<file path="config.mk">
export PLATFORM = sky130hd
export DESIGN_NAME = lvd_cell
export DESIGN_NICKNAME = d
export VERILOG_FILES = /design/src/hw/rtl/lvd_pkg.sv /design/src/hw/rtl/lvd_cell.sv
export SDC_FILE = /design/constraint.sdc
export NUM_CORES = 1
export LEC_CHECK = 0
export BUFFER_PORTS_ARGS = -buffer_cell sky130_fd_sc_hd__buf_2
export CORE_UTILIZATION = 25
export CTS_BUF_LIST = sky130_fd_sc_hd__clkbuf_16
export DETAILED_ROUTE_END_ITERATION = 6
export GPL_ROUTABILITY_DRIVEN = 0
export PLACE_DENSITY_LB_ADDON = 0.15
export SLEW_MARGIN = 15
export SYNTH_ARGS = -nofsm -noshare
export SYNTH_HDL_FRONTEND = slang
export SYNTH_SLANG_ARGS = --single-unit
</file>
<file path="constraint.sdc">
create_clock -name clk -period 3.9 [get_ports clk]
set_clock_uncertainty 0.15 [all_clocks]
set_input_delay 0 -clock clk [delete_from_list [all_inputs] [get_ports clk]]
set_output_delay 0 -clock clk [all_outputs]
set_load 0.1 [all_outputs]
</file>
<file path="src/hw/rtl/lvd_pkg.sv">
package lvd_pkg;

  // Item kinds; the codes match the mode field of an input word.
  typedef enum logic [1:0] {
    OP_CLEAR   = 2'd0,
    OP_PATTERN = 2'd1,
    OP_TEXT    = 2'd2,
    OP_QUERY   = 2'd3
  } op_e_t;

  localparam int CHAR_W = 8;
  localparam int FIELD_W = 7;

  // Control part of a token moving down the chain.
  typedef struct packed {
    logic              vld;
    op_e_t             op;
    logic [CHAR_W-1:0] ch;
    logic              err;
  } tok_ctl_t;

endpackage

</file>
<file path="src/hw/rtl/lvd_cell.sv">
module lvd_cell #(
  parameter int IDX = 0,
  parameter int CW  = 7
) (
  input  logic              clk,
  input  logic              rst_n,
  input  logic              adv,
  input  lvd_pkg::tok_ctl_t in_ctl,
  input  logic [CW-1:0]     in_left,
  input  logic [CW-1:0]     in_diag,
  input  logic [CW-1:0]     in_plen,
  input  logic [CW-1:0]     in_tlen,
  output lvd_pkg::tok_ctl_t out_ctl,
  output logic [CW-1:0]     out_left,
  output logic [CW-1:0]     out_diag,
  output logic [CW-1:0]     out_plen,
  output logic [CW-1:0]     out_tlen
);

  logic                       act_r, act_nxt;
  logic [CW-1:0]              cost_r, cost_nxt;
  logic [lvd_pkg::CHAR_W-1:0] pat_r, pat_nxt;
  lvd_pkg::tok_ctl_t          ctl_r, ctl_nxt;
  logic [CW-1:0]              left_r, left_nxt;
  logic [CW-1:0]              diag_r, diag_nxt;
  logic [CW-1:0]              plen_r, tlen_r;

  logic [CW:0] up1, lf1, sub, best;

  // Recurrence: min(above + 1, left + 1, diagonal + mismatch)
  always_comb begin
    up1  = {1'b0, cost_r} + 1'b1;
    lf1  = {1'b0, in_left} + 1'b1;
    sub  = {1'b0, in_diag} + {{CW{1'b0}}, (pat_r != in_ctl.ch)};
    best = (up1 < lf1) ? up1 : lf1;
    if (sub < best) begin
      best = sub;
    end
  end

  always_comb begin
    act_nxt  = act_r;
    cost_nxt = cost_r;
    pat_nxt  = pat_r;
    left_nxt = in_left;
    diag_nxt = in_diag;
    if (in_ctl.vld) begin
      case (in_ctl.op)
        lvd_pkg::OP_CLEAR: begin
          act_nxt  = 1'b0;
          cost_nxt = CW'(IDX + 1);
        end
        lvd_pkg::OP_PATTERN: begin
          if (in_left == CW'(IDX)) begin
            pat_nxt = in_ctl.ch;
            act_nxt = 1'b1;
          end
        end
        lvd_pkg::OP_TEXT: begin
          if (act_r) begin
            cost_nxt = best[CW-1:0];
            left_nxt = best[CW-1:0];
            diag_nxt = cost_r;
          end
        end
        lvd_pkg::OP_QUERY: begin
          if (act_r) begin
            left_nxt = cost_r;
            cost_nxt = CW'(IDX + 1);
          end
        end
        default: begin
          act_nxt = act_r;
        end
      endcase
    end
    ctl_nxt = in_ctl;
  end

  always_ff @(posedge clk) begin
    if (!rst_n) begin
      act_r  <= 1'b0;
      cost_r <= CW'(IDX + 1);
      ctl_r  <= '0;
    end else if (adv) begin
      act_r  <= act_nxt;
      cost_r <= cost_nxt;
      ctl_r  <= ctl_nxt;
    end
  end

  always_ff @(posedge clk) begin
    if (adv) begin
      pat_r  <= pat_nxt;
      left_r <= left_nxt;
      diag_r <= diag_nxt;
      plen_r <= in_plen;
      tlen_r <= in_tlen;
    end
  end

  assign out_ctl  = ctl_r;
  assign out_left = left_r;
  assign out_diag = diag_r;
  assign out_plen = plen_r;
  assign out_tlen = tlen_r;

  // An unused cell keeps its initial column value.
  a_idle_cost: assert property (@(posedge clk) disable iff (!rst_n)
    !act_r |-> cost_r == CW'(IDX + 1))
    else $error("idle cell lost its column value");

  // A cell only comes into use through a pattern token.
  a_act_src: assert property (@(posedge clk) disable iff (!rst_n)
    $rose(act_r) |-> $past(in_ctl.vld && in_ctl.op == lvd_pkg::OP_PATTERN && adv))
    else $error("cell became active without a pattern token");

endmodule

</file>
==> run metrics, run 1 <==
first-pass GRT wire length=between 10000 and 15000 um; initial antenna violation count=0; Max VDD drop=162 uV; num rows=41; WL met1=between 4000 and 5000 um; max-slew violations=0; RSZ-0062 raised after global routing=true; top cells by area, synth=edfxtp_1 (34%), dfxtp_1 (12%), ha_1 (9.0%), mux2i_1 (5.0%), xor2_1 (3.8%); routed length on met2=between 4000 and 5000 um; Final Cycle Share=0.989; initial cell density of the core=0.255; DR vias=approximately 3000; Slew @ Worst Pin=1.09 ns; fraction of layout cells with a size suffix above 1=0.442; Setup WS post-layout=0.0418 ns; Clock Path Buffers=2; Non-Filler Cell Area, Final=5240 um^2; Crit path required time=just under 4 ns; n_diodes=0; fraction of registers with async set/reset=0; Tmin final=3.86 ns; max-cap viol count=0; core area=around 13000 um^2; EDFF count, synth=36; drt pass-1 iters=4; Finish-stage setup viols=0; status=completed; clk sink count=56; Final ANT Viol Nets=0; clock root buffer=clkbuf_16; Pwr Density=approximately 310 nW/um^2; Layout area overhead=63.1%; Peak Freq=259 MHz; type of the worst min-delay path=in2reg; Crit path max-delay family=simple AND/OR/NAND/NOR gates; Mapped Area=approximately 3200 um^2; DRC Markers=0; TritonCTS buffer count=5; CTS tree=yes; FF/Latch Area=about 1500 um^2; htree depth=2; pin count of the biggest net entering global routing=41; IO buf count=82; hold endpoint=out_left[4]$_DFFE_PP_; Starting DRT DRC Count=158; final hold violation count=0; # IOs=83; Crit Path Category=reg2reg; Synth Net Count=roughly 370; Mapped Cells=slightly above 300; min-delay src=in_left[4]; multi-input logic area=1980 um^2; placed cell areas=about 4200 um^2; Crit path buffers/inverters=5; Hold Crit Depth=4; GRT Total Usage=0.145; Syn Area/Cell=10.4 um^2; Max stage delay on crit path=0.40 ns; Highest Signal Layer=met4; Rel. slew slack=0.268; Top FF cell, synth=edfxtp_1; crit path cell chain=ha_4 -> nand3_4 -> nor2_4 -> xnor2_2 -> inv_2 -> ha_4 -> nand4_1 -> nor2_2 -> a21o_4 -> mux2i_2 -> inv_1 -> ha_4 -> buf_4 -> nand4_1 -> nand4_1 -> buf_4 -> a211oi_4 -> buf_2 -> or3_4 -> a32o_2; metal3 WL=406 um; number of distinct library cells after synthesis=44; worst flop-to-flop path endpoint=cost_r[2]$_SDFFE_PN0P_; HPWL Detailed=6880 um; Die X=115 um; CP endpoint kind=flop; Final nets=561; Place WS=-0.414 ns; Skew-Pair Late Insertion Delay=roughly 0.29 ns; Avg WL per Cell=14.7 um; Filler cells=1259; worst hold margin=approximately 0.074 ns; post-synthesis sequential area ratio=0.461; area leader, netlist=edfxtp_1; Reg-to-Reg Start=cost_r[1]$_SDFFE_PN0P_; CP max FO=6; die extent in y=115 um; die area=13300 um^2; Yosys top cell area share=0.337; Cells after DPL=599; Yosys reg bits=56; Static Leak=2.22 nW; Yosys warnings=0; Avg Vias per Cell=around 4.5; clk slew on worst S/H paths=0.07 ns; Critical Path Start Type=flop; Worst EP arrival=3.89 ns; drt total wl=9790 um; vias in the first global route=2818; Layout Cells excl Fill=668; GR Overflow Total=0; Critical Path Slowest Stage Cell=dfxtp_4; R2R Setup Slk=about 0.042 ns; r2r worst-path depth=20
==> synth_stat cells, types with 3 or more instances <==
cell type,number
edfxtp_1,36
nand2_1,29
ha_1,23
inv_1,23
dfxtp_1,20
nand3_1,19
mux2i_1,16
xor2_1,14
nor2b_1,13
nand4_1,10
nor2_1,10
o21ai_0,10
xnor2_1,9
o211ai_1,8
a22oi_1,7
a32o_1,6
clkbuf_1,6
or3_1,6
a21oi_1,5
and3_1,4
a21o_1,3
nor4_1,3
o21a_1,3
==> worst register-to-register path, cell delays in order (launching register included) <==
cell and delay (ns):
dfxtp_4 0.40, ha_4 0.16, nand3_4 0.09, nor2_4 0.11, xnor2_2 0.14, inv_2 0.06, ha_4 0.28, nand4_1 0.10
nor2_2 0.13, a21o_4 0.19, mux2i_2 0.23, inv_1 0.09, ha_4 0.27, buf_4 0.10, nand4_1 0.11, nand4_1 0.14
buf_4 0.15, a211oi_4 0.05, buf_2 0.18, or3_4 0.35, a32o_2 0.28
==> state kept, by name, indices dropped and copies added, names as in the netlist <==
name,count
out_diag,7
out_ctl,12
cost_r,7
out_left,7
act_r,1
out_plen,7
out_tlen,7
pat_r,8
==> cells in the final DEF, fill, tap and decap left out, types with 3 or more instances in the layout <==
cell,synthesis,final
o21ai_4,0,4
dfxtp_4,0,4
and3_1,4,4
xnor2_1,9,6
inv_2,0,4
a22oi_1,7,7
nor2_1,10,7
o211ai_1,8,8
ha_4,0,8
buf_2,1,83
inv_1,23,20
dfxtp_1,20,15
buf_6,1,7
mux2i_2,0,4
dlygate4sd3_1,0,36
xor2_1,14,13
mux2i_1,16,11
or3_1,6,5
clkbuf_16,0,5
edfxtp_1,36,36
nand4_1,10,10
nor2b_1,13,13
o21ai_2,1,3
ha_1,23,13
o21ai_0,10,5
a32o_1,6,5
buf_4,1,62
nand2_1,29,29
nand3_1,19,16
xnor2_2,0,3
==> through the flow <==
step | setup TNS (ns) | utilization | total power [mW]
5_1_grt | -1.23 | 0.417 | 1.70
3_3_place_gp | -4.52 | 0.334 | 1.12
3_5_place_dp | -5.21 | 0.334 | 1.12
4_1_cts | -0.316 | 0.391 | 1.62
6_report | 0 | 0.417 | 1.63
2_1_floorplan | 0 | - | 1.01
==> where the power goes <==
part	total (mW)	internal (mW)	switching [mW]
sequential	0.669	0.660	0.00879
clock	0.438	0.234	0.204
combinational	0.523	0.158	0.365
total	1.63	1.05	0.577
==> logic make-up after synthesis <==
logic type,synth area share
multiplexers,0.0546
AO/OA/AOI/OAI,0.131
buffers and inverters,0.0436
AND/OR/NAND/NOR,0.157
XOR/XNOR,0.0627
flip-flops,0.461
adder cells (fa/ha/maj),0.0896
==> per-layer routing <==
| layer | global-route usage | vias to the layer above |
|---|---|---|
| li1 | - | 1496 |
| met4 | 0.0416 | 0 |
| met2 | 0.233 | 80 |
| met5 | 0 | - |
| met1 | 0.203 | 1428 |
| met3 | 0.0163 | 6 |
==> worst max path at each step <==
stage	from	to	slack, ns	cells past startpoint
after global routing	cost_r[1]$_SDFFE_PN0P_	out_left[3]$_DFFE_PP_	-0.12	20
after detailed placement	cost_r[1]$_SDFFE_PN0P_	cost_r[2]$_SDFFE_PN0P_	-0.41	18
after floorplan	cost_r[0]$_SDFFE_PN1P_	cost_r[1]$_SDFFE_PN0P_	0.02	19
final	cost_r[1]$_SDFFE_PN0P_	cost_r[2]$_SDFFE_PN0P_	0.04	20
after CTS	cost_r[0]$_SDFFE_PN1P_	cost_r[2]$_SDFFE_PN0P_	-0.08	20
after global placement	cost_r[1]$_SDFFE_PN0P_	cost_r[2]$_SDFFE_PN0P_	-0.35	18
==> layout make-up <==
cell class | instances | share of cell area
Clock buffer | 5 | 0.0239
Multi-Input combinational cell | 221 | 0.377
Sequential cell | 56 | 0.286
Tap cell | 172 | 0.0411
Inverter | 23 | 0.0165
Clock inverter | 3 | 0.00287
Timing Repair Buffer | 188 | 0.252
==> timing repair <==
action / in CTS / in global routing
buffers inserted: 11 / 11
gates cloned: 2 / 2
endpoints found under the hold margin: 43 / 0
hold buffers: 36 / 0
pin swaps: 17 / 44
gates resized for setup: 30 / 42
endpoints found under the setup margin: 14 / 14
Power figures use the tool's default switching activity.
==> run 2, diff against run 1 <==
--- a/config.mk
+++ b/config.mk
@@ -5,7 +5,7 @@
 export SDC_FILE = /design/constraint.sdc
 export NUM_CORES = 1
 export LEC_CHECK = 0
-export BUFFER_PORTS_ARGS = -buffer_cell sky130_fd_sc_hd__buf_2
+export BUFFER_PORTS_ARGS = -buffer_cell sky130_fd_sc_hd__buf_4
 export CORE_UTILIZATION = 25
 export CTS_BUF_LIST = sky130_fd_sc_hd__clkbuf_16
 export DETAILED_ROUTE_END_ITERATION = 6
==> run 2 against run 1 <==
Compared with the run above:
- wire length rose by 0.50%
- the run now ends with hold timing, setup timing left
- combinational power rose by 0.8%
- first-iteration DRC count rose by 10%
- non-clock buffer count is 15 lower
- sequential share of layout area grew 0.34 points
- design area decreased by 1.3%
- critical path type unchanged
- global-route usage increased by 0.39 points
- hold slack got worse by 0.090 ns
- flip-flop and latch count is the same
- register-to-register slack worse by 0.099 ns
- die area stayed put
==> run metrics, run 2 (synthesis gave the netlist of run 1 again) <==
initial antenna violation count=0 (unchanged); first-pass GRT wire length=15200 um (+2.7%); initial cell density of the core=0.255 (unchanged); Pwr Density=316 nW/um^2 (+1.6%); max reg flops=12 (unchanged); status=complete, but fails checks; Clock Path Buffers=2 (unchanged); DR vias=2928 (-2.7%); TritonCTS buffer count=5 (unchanged); type of the worst min-delay path=in2reg; Int Pwr=1.07 mW (+1.3%); Max VDD drop=163 uV (+0.60%); GRT Total Usage=0.149 (+0.00390); Critical Path Slowest Stage Cell=dfxtp_4; Final nets=544 (-3.0%); die area=13300 um^2 (unchanged); max-cap viol count=0 (unchanged); Die X=115 um (unchanged); Final Cycle Share=1.01 (+0.0254); die extent in y=115 um (unchanged); htree depth=2 (unchanged); Worst EP arrival=3.99 ns (+0.10 ns); Place WS=-0.369 ns (+0.0448 ns); Skew-Pair Late Insertion Delay=0.29 ns (about the same); final hold violation count=1 (+1); Max stage delay on crit path=0.40 ns (about the same); Crit path required time=3.93 ns (about the same); CTS tree=yes; drt pass-1 iters=4 (unchanged); P_sw=568 uW (-1.7%); Critical Path Start Type=flop; Finished Core Util=0.411 (-0.00557); Rel. slew slack=0.495 (+0.228); Slew @ Worst Pin=0.757 ns (-0.332 ns); Layout area overhead=60.9%; vias in the first global route=2951 (+4.7%); HPWL Detailed=6970 um (+1.4%); commonest non-fill, non-tap cell in the layout=buf_4; Logic pwr share=0.323 (+0.002); CP endpoint kind=flop; switching part of the total=0.347 (-0.00697); most frequent cells in the layout=buf_4 (136), edfxtp_1 (36), dlygate4sd3_1 (35), nand2_1 (29), inv_1 (22); Starting DRT DRC Count=174 (+10%); Finish-stage setup viols=12 (+12); Peak Freq=253 MHz (-2.5%); Tmin final=3.96 ns (+0.0990 ns); Clk pwr share=0.266 (-0.003); Crit Path Category=reg2reg; RSZ-0062 raised after global routing=true; drt total wl=9840 um (+0.50%); IO buf count=82 (unchanged); max-slew violations=0 (unchanged); Static Leak=2.19 nW (-1.5%); # IOs=83 (unchanged); Final ANT Viol Nets=0 (unchanged); Avg Vias per Cell=4.50 (-0.18%); clock root buffer=clkbuf_16; failing checks=hold timing, setup timing; DRC Markers=0 (unchanged); CP max FO=8 (+2); pin count of the biggest net entering global routing=41 (unchanged); Avg WL per Cell=15.1 um (+3.1%); clk slew on worst S/H paths=0.07 ns (about the same); crit path cell chain=nand3_4 -> nor2_4 -> xnor2_2 -> inv_1 -> ha_1 -> a211oi_2 -> o21bai_2 -> a21o_4 -> mux2i_4 -> inv_2 -> ha_4 -> a21o_1 -> a21oi_2 -> nand4_1 -> buf_4 -> a211oi_4 -> buf_6 -> o21ai_2 -> a32o_2; GR Overflow Total=0 (unchanged); fraction of layout cells with a size suffix above 1=0.395 (-0.0470); Setup WS post-layout=-0.0571 ns (-0.0990 ns); clk sink count=56 (unchanged); num rows=41 (unchanged); Seq pwr share=0.411 (about the same); n_diodes=0 (unchanged); worst hold margin=-0.0157 ns (-0.0897 ns); core area=12600 um^2 (unchanged)
==> run 2: cell types whose count changed in the layout (fill, tap and decap cells not counted), moves of 4 or more <==
cell and delta:
buf_6 -5, ha_4 -4, ha_1 +6, buf_4 +74
buf_2 -83
==> run 2: power groups by stage <==
stage | registers [mW] | clock network (mW) | logic (mW)
3_3_place_gp | 0.686 | 0 | 0.468
2_1_floorplan | 0.909 | 0 | 0.101
4_1_cts | 0.672 | 0.452 | 0.514
5_1_grt | 0.675 | 0.470 | 0.555
6_report | 0.672 | 0.435 | 0.527
3_5_place_dp | 0.687 | 0 | 0.470
==> run 2: final timing paths <==
path / start / endpoint / slack (ns) / cells after the start
max: cost_r[2]$_SDFFE_PN0P_ / cost_r[2]$_SDFFE_PN0P_ / -0.06 / 19
min: adv / out_ctl[11]$_SDFFE_PN0P_ / -0.02 / 3
max reg2reg: cost_r[2]$_SDFFE_PN0P_ / cost_r[2]$_SDFFE_PN0P_ / -0.06 / 19
min reg2reg: out_ctl[11]$_SDFFE_PN0P_ / out_ctl[11]$_SDFFE_PN0P_ / 0.34 / 2
==> run 2: per-stage QoR <==
stage | cell area, um^2 | TNS [ns] | instances | power, mW
finish | 5160 | -0.348 | 651 | 1.63
global route | 5160 | -2.62 | 651 | 1.70
CTS | 5040 | -0.0378 | 648 | 1.64
detailed placement | 4370 | -4.62 | 595 | 1.16
global placement | 4370 | -2.66 | 595 | 1.15
floorplan | 3270 | 0 | 308 | 1.01
==> run 2: worst max-delay path, delay by kind of cell (launching register included) <==
kind	cells	cell delay, ns
XOR/XNOR	1	0.13
multiplexers	1	0.20
flip-flops	1	0.40
buffers and inverters	4	0.50
AND/OR/NAND/NOR	3	0.40
AO/OA/AOI/OAI	8	1.51
adder cells (fa/ha/maj)	2	0.54
==> run 2: cell type report <==
type,count,area [um^2]
Clock inverter,3,13.8
Clock buffer,5,125
Timing Repair Buffer,173,1390
Sequential cell,56,1500
Fill cell,1242,7400
Tap cell,172,215
Inverter,23,86.3
Multi-Input combinational cell,219,1840
==> run 2: repair_timing <==
action	in CTS	in global routing
pin swaps	28	11
endpoints found under the hold margin	45	0
buffers inserted	8	3
hold buffers	35	0
cloned	2	0
resized for setup	30	20
setup endpoints to repair	14	14
==> run 2: routing by layer <==
| layer | vias up | wire, um | global-route usage |
|---|---|---|---|
| li1 | 1464 | - | - |
| met1 | 1375 | 4630 | 0.202 |
| met2 | 80 | 4720 | 0.249 |
| met3 | 9 | 380 | 0.0174 |
| met4 | 0 | 112 | 0.0390 |
| met5 | - | 0 | 0 |
