## src/hw/rtl/lvd_pkg.sv

```systemverilog
package lvd_pkg;

  // Item kinds; the codes match the mode field of an input word.
  typedef enum logic [1:0] {
    OP_CLEAR   = 2'd0,
    OP_PATTERN = 2'd1,
    OP_TEXT    = 2'd2,
    OP_QUERY   = 2'd3
  } op_e_t;

  localparam int CHAR_W = 8;
  localparam int FIELD_W = 7;

  // Control part of a token moving down the chain.
  typedef struct packed {
    logic              vld;
    op_e_t             op;
    logic [CHAR_W-1:0] ch;
    logic              err;
  } tok_ctl_t;

endpackage

```

## src/hw/rtl/lvd_head.sv

```systemverilog
module lvd_head #(
  parameter int MAX_LEN = 64,
  parameter int CW      = 7
) (
  input  logic                       clk,
  input  logic                       rst_n,
  input  logic                       adv,
  input  logic                       acc,
  input  logic [1:0]                 mode,
  input  logic [lvd_pkg::CHAR_W-1:0] character,
  output lvd_pkg::tok_ctl_t          out_ctl,
  output logic [CW-1:0]              out_left,
  output logic [CW-1:0]              out_diag,
  output logic [CW-1:0]              out_plen,
  output logic [CW-1:0]              out_tlen
);

  logic [CW-1:0]     pc_r, pc_nxt;
  logic [CW-1:0]     tc_r, tc_nxt;
  logic              err_r, err_nxt;
  lvd_pkg::tok_ctl_t ctl_r, ctl_nxt;
  logic [CW-1:0]     left_r, left_nxt;
  logic [CW-1:0]     diag_r, diag_nxt;
  logic [CW-1:0]     plen_r, tlen_r;

  always_comb begin
    pc_nxt       = pc_r;
    tc_nxt       = tc_r;
    err_nxt      = err_r;
    ctl_nxt.vld  = 1'b0;
    ctl_nxt.op   = lvd_pkg::op_e_t'(mode);
    ctl_nxt.ch   = character;
    ctl_nxt.err  = err_r;
    left_nxt     = tc_r;
    diag_nxt     = tc_r;
    if (acc) begin
      case (lvd_pkg::op_e_t'(mode))
        lvd_pkg::OP_CLEAR: begin
          pc_nxt      = '0;
          tc_nxt      = '0;
          err_nxt     = 1'b0;
          ctl_nxt.vld = 1'b1;
        end
        lvd_pkg::OP_PATTERN: begin
          // drop bytes after text has started or past the end of the store
          if (tc_r != '0 || pc_r == CW'(MAX_LEN)) begin
            err_nxt = 1'b1;
          end else begin
            ctl_nxt.vld = 1'b1;
            left_nxt    = pc_r;
            pc_nxt      = pc_r + 1'b1;
          end
        end
        lvd_pkg::OP_TEXT: begin
          if (tc_r == CW'(MAX_LEN)) begin
            err_nxt = 1'b1;
          end else begin
            ctl_nxt.vld = 1'b1;
            left_nxt    = tc_r + 1'b1;
            tc_nxt      = tc_r + 1'b1;
          end
        end
        lvd_pkg::OP_QUERY: begin
          ctl_nxt.vld = 1'b1;
          tc_nxt      = '0;
          err_nxt     = 1'b0;
        end
        default: begin
          ctl_nxt.vld = 1'b0;
        end
      endcase
    end
  end

  always_ff @(posedge clk) begin
    if (!rst_n) begin
      pc_r  <= '0;
      tc_r  <= '0;
      err_r <= 1'b0;
      ctl_r <= '0;
    end else if (adv) begin
      pc_r  <= pc_nxt;
      tc_r  <= tc_nxt;
      err_r <= err_nxt;
      ctl_r <= ctl_nxt;
    end
  end

  always_ff @(posedge clk) begin
    if (adv) begin
      left_r <= left_nxt;
      diag_r <= diag_nxt;
      plen_r <= pc_r;
      tlen_r <= tc_r;
    end
  end

  assign out_ctl  = ctl_r;
  assign out_left = left_r;
  assign out_diag = diag_r;
  assign out_plen = plen_r;
  assign out_tlen = tlen_r;

  a_pc_range: assert property (@(posedge clk) disable iff (!rst_n)
    pc_r <= CW'(MAX_LEN))
    else $error("pattern count beyond store depth");

  a_tc_range: assert property (@(posedge clk) disable iff (!rst_n)
    tc_r <= CW'(MAX_LEN))
    else $error("text count beyond limit");

endmodule

```

## config.mk

```make
export PLATFORM = sky130hd
export DESIGN_NAME = lvd_head
export DESIGN_NICKNAME = d
export VERILOG_FILES = /design/src/hw/rtl/lvd_pkg.sv /design/src/hw/rtl/lvd_head.sv
export SDC_FILE = /design/constraint.sdc
export NUM_CORES = 1
export LEC_CHECK = 0
export ABC_AREA = 1
export BUFFER_PORTS_ARGS = -buffer_cell sky130_fd_sc_hd__buf_4
export CORE_MARGIN = 3
export CORE_UTILIZATION = 53
export DETAILED_ROUTE_END_ITERATION = 8
export MAX_ROUTING_LAYER = met4
export PLACE_DENSITY_LB_ADDON = 0.25
export SKIP_CTS_REPAIR_TIMING = 1
export SKIP_LAST_GASP = 1
export SYNTH_ARGS = -nofsm -noshare
export SYNTH_HDL_FRONTEND = slang
export SYNTH_SLANG_ARGS = --single-unit
```

## constraint.sdc

```tcl
create_clock -name clk -period 1.8 [get_ports clk]
set_input_delay 0.18 -clock clk [delete_from_list [all_inputs] [get_ports clk]]
set_output_delay 0.18 -clock clk [all_outputs]
set_load 0.01 [all_outputs]
```

==> results of run 1 <==
registers in the layout, summed over array words and instances (netlist names):
signal and count:
out_plen 7, diag_nxt 7, out_tlen 7, out_left 7, out_ctl 12, err_r 1, pc_r 7
metal layers:
| metal | vias up | GRT usage, % |
|---|---|---|
| met5 | - | - |
| met4 | 0 | 7.31 |
| met3 | 10 | 5.33 |
| met2 | 71 | 31.5 |
| met1 | 886 | 25.6 |
| li1 | 986 | - |
path summary, 6_finish.rpt:
kind                              end  depth (start not counted)                     start
max             out_left[0]$_DFFE_PP_                          9      pc_r[0]$_SDFFE_PN0P_
min           out_ctl[1]$_SDFFE_PN0P_                          3              character[0]
max reg2reg     out_left[0]$_DFFE_PP_                          9      pc_r[0]$_SDFFE_PN0P_
min reg2reg  out_ctl[11]$_SDFFE_PN0P_                          2  out_ctl[11]$_SDFFE_PN0P_
worst min-delay path: stages:
cell    delay [ns]
buf_4         0.08
nor2_1        0.03
nor2_1        0.08
per-stage QoR:
stage / util [%] / instance area [um2] / cells
floorplan: - / 2290 / 271
global placement: 66.0 / 2700 / 365
detailed placement: 66.0 / 2700 / 365
CTS: 68.8 / 2810 / 373
global route: 68.9 / 2820 / 373
finish: 68.9 / 2820 / 373
power groups by stage:
stage	Sequential [mW]	Combinational [mW]	Clock [mW]
global route	1.20	0.261	0.856
finish	1.19	0.239	0.789
detailed placement	1.22	0.239	0
CTS	1.19	0.240	0.799
floorplan	1.23	0.107	0
global placement	1.22	0.235	0
layout make-up:
| type | instances | area share (%) |
|---|---|---|
| Tap cell | 50 | 2.22 |
| Multi-Input combinational cell | 187 | 33.7 |
| Clock buffer | 6 | 2.93 |
| Timing Repair Buffer | 57 | 15.2 |
| Sequential cell | 48 | 41.7 |
| Inverter | 23 | 3.07 |
| Clock inverter | 2 | 1.20 |
logic make-up after synthesis:
family	Yosys count	share of synthesized area [%]
buf+inv	36	7.43
simple gates	140	27.7
xor+xnor	3	1.15
flops	48	51.1
fa+ha+maj	7	3.82
compound gates	37	8.80
placed cells by master, fill, tap and decap left out, types with 6 or more instances in the layout:
cell type and n:
o21ai_0 17, nand4_1 6, nand2_1 68, inv_1 21, dfxtp_1 24, nor2_1 32
clkbuf_8 6, nand3_1 20, edfxtp_1 21, buf_4 57, a21oi_1 17, ha_1 7
==> flow_summary_export.csv, run 1 <==
group,metric,value,unit
power_and_ir_drop,comb_power_share,10.8,%
sta,period_needed,1.64,ns
cells_and_area,n_antenna_cell,0,
clock_tree,cts_buffers,5,
sta,max_slew.worst_pin.slew,0.505,ns
die,rows,23,
grt,antenna_found_initial,0,
detailed_routing,drt_iter0_drc,143,
worst_setup_path,crit_path_end_kind,"flip-flop",
cells_and_area,multiInputGateArea,948,um2
sta,slew_headroom,66.3,%
worst_setup_path,critPathMaxFanout,5,
synth,synth_cells,271,
power_and_ir_drop,intPower,1.72,mW
power_and_ir_drop,p_leak,1.26,nW
detailed_routing,route.met3.wl,354,um
worst_setup_path,r2r_slack,0.16,ns
run,maxCapViolations,0,
worst_setup_path,critical_path_required,1.98,ns
power_and_ir_drop,p_per_area,788,nW/um2
sta,holdWs,0.0973,ns
die,dieHeight,71.7,um
cells_and_area,num-nets-final,343,
worst_setup_path,cpMaxStageDelayCell,"dfxtp_2",
die,io_pins,54,
worst_setup_path,cp_cell_sequence,"inv_1 -> ha_1 -> inv_1 -> nor2_1 -> nand3_1 -> nand3_1 -> o21ai_0 -> nand2_1 -> nand2_1",
synth,synth_top_area_share,27.5,%
sta,finalSetupTns,0,ns
worst_setup_path,setup.worst_path.class,"reg -> reg",
synth,synthesis.area,2290,um2
worst_setup_path,path_buf_inv,2,
sta,max_freq,608,MHz
detailed_routing,wl_met1,2220,um
power_and_ir_drop,power,2.22,mW
sta,setup_violations,0,
synth,synth_largest_area_cell,"edfxtp_1",
worst_setup_path,cp-start-kind,"flip-flop",
grt,grt_overflow_total,0,
clock_tree,cts_root_buf,"clkbuf_8",
sta,period_share,91.3,%
detailed_routing,routed_wl,4860,um
sta,worst_slack,0.156,ns
cells_and_area,area_delta_synth_final,23.0,%
grt,grt_pass1_wl,7970,um
synth,synth_most_common_cell,"nand2_1",
detailed_routing,highest_layer,"met4",
grt,grt_max_degree,20,
die,core_area,4090,um2
cells_and_area,nFillCells,343,
synth,synthTopCellsByArea,"edfxtp_1 28%, dfxtp_1 24%, nand2_1 11%, nor2_1 5.2%, nand3_1 4.4%",
die,die_w,71.7,um
clock_tree,clkSinkCount,48,
cells_and_area,register_area,1170,um2
outcome,status,"complete, no violations",
detailed_routing,post-route-drc-count,0,
power_and_ir_drop,ir_drop,0.538,mV
grt,grt_pass1_vias,1822,
sta,rsz0062_at_grt,"no",
detailed_routing,viasPerCell,5.24,
die,start_util,56.0,%
synth,synth_ff_type,"dfxtp_1",
clock_tree,htree_levels,2,
sta,hold_viol_final,0,
sta,clock_skew,0.00572,ns
place,gp_congestion,0.983,
synth,synth_edf_count,21,
power_and_ir_drop,p_sw_share,22.5,%
worst_setup_path,crit_family,"simple AND/OR/NAND/NOR gates",
worst_setup_path,arrival,1.82,ns
die,die_area,5150,um2
power_and_ir_drop,switchingPower,0.499,mW
detailed_routing,postRouteAntennaNets,0,
detailed_routing,routed-wl-met2,2200,um
detailed_routing,wire_per_inst,13.0,um
place,dp_slack,0.107,ns
synth,async_flop_share,0,%
place,hpwl,3650,um
clock_tree,clkTransAtPathRegs,0.08,ns
clock_tree,clk_path_buf_depth,2,
hold_path,min_path_type,"in -> reg",
clock_tree,clock_latency,0.30,ns
place,io_buffers,53,
synth,ys_warn_count,0,
detailed_routing,vias,1953,
grt,track_usage,20.3,%
synth,syn_nets,292,
clock_tree,cts_tree,"done",
worst_setup_path,critPathMaxStageDelay,0.37,ns
synth,synth.avg_cell_area,8.45,um2
power_and_ir_drop,pwr-share-seq,53.7,%
detailed_routing,firstDrtPassIters,4,
synth,ys_ff_latch,48,
power_and_ir_drop,clock_power_share,35.5,%
synth,synth_cell_types,27,
synth,synth_top_cells_by_count,"68 x nand2_1, 32 x nor2_1, 27 x dfxtp_1",
sta,slew_viol_final,0,
cells_and_area,drive_gt1_share,24.5,%
synth,ys_seq_area_share,51.1,%
(Power assumes the default switching activity.)
==> inputs of run 2 (changes only) <==
--- a/config.mk
+++ b/config.mk
@@ -8,7 +8,7 @@
 export ABC_AREA = 1
 export BUFFER_PORTS_ARGS = -buffer_cell sky130_fd_sc_hd__buf_4
 export CORE_MARGIN = 3
-export CORE_UTILIZATION = 53
+export CORE_UTILIZATION = 57
 export DETAILED_ROUTE_END_ITERATION = 8
 export MAX_ROUTING_LAYER = met4
 export PLACE_DENSITY_LB_ADDON = 0.25
==> constraint.sdc (replaced) <==
create_clock -name clk -period 2.13 [get_ports clk]
set_input_delay 0.213 -clock clk [delete_from_list [all_inputs] [get_ports clk]]
set_output_delay 0.213 -clock clk [all_outputs]
set_load 0.01 [all_outputs]
==> run 2 against run 1 <==
Compared with the run above:
- clock power shrank 30%
- non-clock buffer count shrank 3
- clock skew grew 0.0017 ns
- sequential share of layout area is 0.64 points higher
- cell area down 1.8%
- flip-flop and latch count did not move
- via count shrank 0.41%
- register-to-register slack improved by 0.29 ns
- utilization rose by 4.4 points
- routed wire length is 4.4% lower
==> flow_summary_export.csv, run 2 (same netlist as run 1, synthesis figures left out) <==
group,metric,value,unit
worst_setup_path,cp_cell_sequence,"inv_1 -> ha_1 -> inv_1 -> nor2_1 -> nand3_1 -> nand2_4 -> nand2_4 -> nand2_1 -> nand2_1 -> nand2_1",
detailed_routing,viasPerCell,5.29,
hold_path,whs_endpoint,"out_ctl[8]$_SDFFE_PN0P_",
hold_path,whs_path_depth,3,
worst_setup_path,arrival,1.75,ns
sta,rsz0062_at_grt,"no",
place,io_buffers,53,
clock_tree,clkSinkCount,48,
grt,grt_max_degree,36,
cells_and_area,largest_register_ffs,12,
detailed_routing,drt_iter0_drc,141,
worst_setup_path,r2r_slack,0.44,ns
detailed_routing,firstDrtPassIters,4,
worst_setup_path,cp-start-kind,"flip-flop",
sta,period_needed,1.69,ns
detailed_routing,routed_wl,4640,um
worst_setup_path,cpMaxStageDelayCell,"dfxtp_1",
place,place_inst,360,
power_and_ir_drop,p_per_area,635,nW/um2
worst_setup_path,critPathMaxFanout,7,
cells_and_area,area_delta_synth_final,20.8,%
sta,period_share,79.2,%
run,maxCapViolations,0,
worst_setup_path,path_common_cell,"nand2_1",
die,io_pins,54,
clock_tree,cts_tree,"done",
worst_setup_path,rr_worst_depth,10,
cells_and_area,layout_commonest_cell,"nand2_1",
clock_tree,htree_levels,2,
outcome,status,"complete, no violations",
worst_setup_path,timing.rr.end,"out_left[1]$_DFFE_PP_",
sta,hold_viol_final,0,
cells_and_area,multiInputGateArea,948,um2
power_and_ir_drop,p_leak,1.23,nW
worst_setup_path,critical_path_required,2.19,ns
clock_tree,cts_root_buf,"clkbuf_8",
clock_tree,cts_buffers,5,
worst_setup_path,crit_family,"simple AND/OR/NAND/NOR gates",
grt,grt_pass1_wl,7670,um
cells_and_area,final_util,73.3,%
worst_setup_path,crit_path_end_kind,"flip-flop",
sta,holdWs,0.125,ns
sta,max_freq,593,MHz
place,hpwl,3420,um
sta,clock_skew,0.00738,ns
cells_and_area,final_cell_mix,"68 x nand2_1, 54 x buf_4, 32 x nor2_1",
die,dieHeight,69.4,um
worst_setup_path,setup.worst_path.class,"reg -> reg",
cells_and_area,drive_gt1_share,22.8,%
cells_and_area,nFillCells,311,
cells_and_area,fin_area,2770,um2
grt,grt_overflow_total,0,
worst_setup_path,critPathMaxStageDelay,0.40,ns
detailed_routing,postRouteAntennaNets,0,
die,rows,22,
sta,setup_violations,0,
die,die_w,69.4,um
detailed_routing,vias,1945,
clock_tree,clkTransAtPathRegs,0.09,ns
power_and_ir_drop,ir_drop,0.491,mV
detailed_routing,wire_per_inst,12.6,um
place,dpl_cell_area,2670,um2
cells_and_area,instances_no_fill,368,
cells_and_area,num-nets-final,340,
grt,antenna_found_initial,0,
hold_path,min_path_type,"in -> reg",
clock_tree,clk_path_buf_depth,2,
sta,finalSetupTns,0,ns
die,die_area,4810,um2
sta,slew_viol_final,0,
hold_path,min-delay-start,"character[7]",
place,gp_congestion,0.938,
cells_and_area,n_antenna_cell,0,
worst_setup_path,timing.rr.start,"pc_r[0]$_SDFFE_PN0P_",
clock_tree,clock_latency,0.30,ns
sta,slew_headroom,66.9,%
die,core_area,3770,um2
cells_and_area,register_area,1170,um2
sta,max_slew.worst_pin.slew,0.495,ns
die,start_util,60.7,%
grt,grt_pass1_vias,1687,
grt,track_usage,20.4,%
worst_setup_path,path_buf_inv,2,
detailed_routing,post-route-drc-count,0,
[run 2: cell types whose count changed in the layout (fill, tap and decap cells not counted), sizes merged]
cell | previous run | this run
buf | 57 | 54
bufinv | 1 | 0
clkbuf | 6 | 7
clkinv | 2 | 1
clkinvlp | 0 | 1
[run 2: cell type report]
type	instances	share of cell area (%)
multi-input combinational	187	34.3
tap	48	2.17
clock buffer	7	3.12
timing repair buffer	54	14.7
inverter	23	3.12
sequential	48	42.4
clock inverter	1	0.271
[run 2: how the worst max path moves through the flow]
stage	endpoint	depth (start not counted)	slack (ns)	start
after floorplan	out_left[5]$_DFFE_PP_	10	0.62	pc_r[0]$_SDFFE_PN0P_
after global placement	out_left[2]$_DFFE_PP_	10	0.53	pc_r[1]$_SDFFE_PN0P_
after detailed placement	out_left[1]$_DFFE_PP_	10	0.44	pc_r[0]$_SDFFE_PN0P_
after CTS	out_left[1]$_DFFE_PP_	10	0.43	pc_r[0]$_SDFFE_PN0P_
after global routing	out_left[0]$_DFFE_PP_	10	0.26	pc_r[0]$_SDFFE_PN0P_
final	out_left[1]$_DFFE_PP_	10	0.44	pc_r[0]$_SDFFE_PN0P_
[run 2: worst register-to-register path, stage by stage (launching register included)]
cell and delay (ns):
dfxtp_1 0.40, inv_1 0.09, ha_1 0.20, inv_1 0.05, nor2_1 0.03, nand3_1 0.15, nand2_4 0.11, nand2_4 0.10
nand2_1 0.16, nand2_1 0.11, nand2_1 0.06
[run 2: routing by layer]
layer | vias to the layer above | global-route usage (%) | wire length [um] | part of all wire (%)
met5 | - | - | 0 | 0
met4 | 0 | 9.98 | 133 | 2.9
met3 | 13 | 5.36 | 283 | 6.1
met2 | 61 | 30.9 | 2150 | 46
met1 | 887 | 25.2 | 2080 | 45
li1 | 984 | - | - | -
[run 2: metrics by stage]
step | setup slack [ns] | power, mW
global route | 0.264 | 1.83
detailed placement | 0.435 | 1.23
floorplan | 0.617 | 1.13
global placement | 0.533 | 1.22
CTS | 0.432 | 1.77
finish | 0.443 | 1.76
[run 2: power by group]
part	internal, mW	switching [mW]	leakage, nW
sequential	0.991	0.0158	0.439
clock	0.264	0.288	0.0445
combinational	0.0843	0.114	0.746
==> inputs of run 3 (changes only) <==
--- a/config.mk
+++ b/config.mk
@@ -8,7 +8,7 @@
 export ABC_AREA = 1
 export BUFFER_PORTS_ARGS = -buffer_cell sky130_fd_sc_hd__buf_4
 export CORE_MARGIN = 3
-export CORE_UTILIZATION = 57
+export CORE_UTILIZATION = 53
 export DETAILED_ROUTE_END_ITERATION = 8
 export MAX_ROUTING_LAYER = met4
 export PLACE_DENSITY_LB_ADDON = 0.25
==> constraint.sdc (replaced) <==
create_clock -name clk -period 1.75 [get_ports clk]
set_input_delay 0.175 -clock clk [delete_from_list [all_inputs] [get_ports clk]]
set_output_delay 0.175 -clock clk [all_outputs]
set_load 0.01 [all_outputs]
==> run 3 against run 2 <==
Compared with the run above:
- worst hold slack worse by 0.035 ns
- largest power group unchanged
- largest cell class unchanged
- critical endpoint is now out_left[0]$_DFFE_PP_
- critical path type unchanged
- combinational power up 24%
- clock-buffer cell count down 2
- non-clock buffer count up 4
- utilization down 4.8 points
- clock power up 15%
==> flow_summary_export.csv, run 3 (same netlist as run 1, synthesis figures left out) <==
group,metric,value,unit
outcome,status,"complete, no violations",
sta,rsz0062_at_grt,"no",
worst_setup_path,setup.worst_path.class,"reg -> reg",
power_and_ir_drop,p_per_area,753,nW/um2
worst_setup_path,cpMaxStageDelayCell,"dfxtp_2",
sta,period_needed,1.61,ns
grt,grt_overflow_total,0,
cells_and_area,n_antenna_cell,0,
hold_path,whs_endpoint,"out_ctl[1]$_SDFFE_PN0P_",
detailed_routing,wl_met1,2130,um
detailed_routing,routed-wl-met2,2400,um
sta,setup_violations,0,
sta,max_freq,621,MHz
place,hpwl,3690,um
cells_and_area,drive_gt1_share,25.3,%
worst_setup_path,cp_cell_sequence,"inv_1 -> ha_1 -> inv_1 -> nor2_1 -> nand3_1 -> nand2_4 -> nand2_4 -> nand2_2 -> nand2_1 -> nand2_1",
cells_and_area,nFillCells,324,
clock_tree,clock_latency,0.30,ns
cells_and_area,area_delta_synth_final,22.3,%
hold_path,whs_path_depth,3,
worst_setup_path,critPathMaxStageDelay,0.37,ns
place,dpl_cell_area,2700,um2
grt,antenna_found_initial,0,
worst_setup_path,crit_path_end_kind,"flip-flop",
cells_and_area,final_cell_mix,"67 x nand2_1, 58 x buf_4, 31 x nor2_1",
cells_and_area,fin_area,2800,um2
die,core_area,4090,um2
detailed_routing,highest_layer,"met4",
power_and_ir_drop,comb_power_share,11.7,%
cells_and_area,register_area,1170,um2
clock_tree,htree_levels,2,
worst_setup_path,critPathMaxFanout,7,
die,die_w,71.7,um
sta,slew_viol_final,0,
detailed_routing,firstDrtPassIters,4,
cells_and_area,final_util,68.5,%
place,dp_slack,0.0501,ns
detailed_routing,post-route-drc-count,0,
die,dieHeight,71.7,um
sta,clock_skew,0.00891,ns
worst_setup_path,cp-start-kind,"flip-flop",
detailed_routing,viasPerCell,5.33,
power_and_ir_drop,p_sw_share,24.7,%
sta,hold_viol_final,0,
detailed_routing,routed_wl,5050,um
detailed_routing,wire_per_inst,13.5,um
clock_tree,clkSinkCount,48,
grt,grt_pass1_wl,8250,um
power_and_ir_drop,intPower,1.59,mW
hold_path,min-delay-start,"character[0]",
clock_tree,clkTransAtPathRegs,0.09,ns
worst_setup_path,crit_family,"simple AND/OR/NAND/NOR gates",
cells_and_area,multiInputGateArea,953,um2
power_and_ir_drop,power,2.11,mW
clock_tree,cts_root_buf,"clkbuf_8",
power_and_ir_drop,p_leak,1.24,nW
clock_tree,cts_buffers,5,
clock_tree,cts_tree,"done",
die,rows,23,
sta,max_slew.worst_pin.slew,0.525,ns
worst_setup_path,path_buf_inv,2,
die,start_util,56.0,%
die,die_area,5150,um2
detailed_routing,vias,1995,
power_and_ir_drop,clock_power_share,30.2,%
sta,worst_slack,0.139,ns
place,gp_congestion,1.02,
worst_setup_path,timing.rr.start,"pc_r[0]$_SDFFE_PN0P_",
worst_setup_path,timing.rr.end,"out_left[0]$_DFFE_PP_",
detailed_routing,postRouteAntennaNets,0,
worst_setup_path,r2r_slack,0.14,ns
cells_and_area,layout_commonest_cell,"nand2_1",
grt,grt_max_degree,20,
cells_and_area,largest_register_ffs,12,
sta,finalSetupTns,0,ns
power_and_ir_drop,ir_drop,0.441,mV
worst_setup_path,rr_worst_depth,10,
cells_and_area,num-nets-final,344,
sta,slew_headroom,65.0,%
power_and_ir_drop,switchingPower,0.522,mW
grt,track_usage,20.7,%
detailed_routing,drt_iter0_drc,204,
worst_setup_path,arrival,1.66,ns
worst_setup_path,critical_path_required,1.80,ns
worst_setup_path,critPathLaunch,"pc_r[0]$_SDFFE_PN0P_",
place,io_buffers,53,
grt,grt_pass1_vias,1791,
clock_tree,clk_path_buf_depth,2,
power_and_ir_drop,pwr-share-seq,58.1,%
detailed_routing,route.met3.wl,410,um
sta,period_share,92.1,%
run,maxCapViolations,0,
die,io_pins,54,
hold_path,min_path_type,"in -> reg",
run 3: tightest hold or removal path, cell delays in order:
cell and delay (ns):
buf_4 0.08, nor2_1 0.03, nor2_1 0.08
run 3: cell type report:
cell class	instances	area share (%)
Sequential cell	48	42.0
Multi-Input combinational cell	187	34.0
Timing Repair Buffer	58	15.5
Inverter	23	3.08
Clock buffer	5	2.46
Tap cell	50	2.23
Clock inverter	3	0.670
run 3: worst max-delay path by stage:
stage                                       end  slack, ns  cells after the start
final                     out_left[0]$_DFFE_PP_       0.14                     10
after global routing      out_left[6]$_DFFE_PP_      0.005                      8
after CTS                 out_left[0]$_DFFE_PP_      0.008                     10
after detailed placement  out_left[0]$_DFFE_PP_       0.05                     10
after global placement    out_left[1]$_DFFE_PP_       0.12                     10
after floorplan           out_left[5]$_DFFE_PP_       0.24                     10
run 3: power groups by stage:
stage / combinational, mW / sequential, mW / clock [mW]
after floorplan: 0.110 / 1.27 / 0
after global placement: 0.241 / 1.25 / 0
after detailed placement: 0.245 / 1.25 / 0
after CTS: 0.246 / 1.23 / 0.655
after global routing: 0.271 / 1.23 / 0.698
final: 0.246 / 1.23 / 0.637
run 3: per-stage QoR:
step / hold slack (ns) / instances
3_3_place_gp: 0.395 / 366
3_5_place_dp: 0.405 / 366
6_report: 0.0904 / 374
4_1_cts: 0.0823 / 374
5_1_grt: 0.0906 / 374
2_1_floorplan: 0.287 / 271
run 3: per-layer routing:
metal  GRT usage, %  vias to the layer above
li1               -                      982
met1           26.6                      917
met2           32.0                       81
met3           4.35                       15
met4           8.56                        0
met5              -                        -
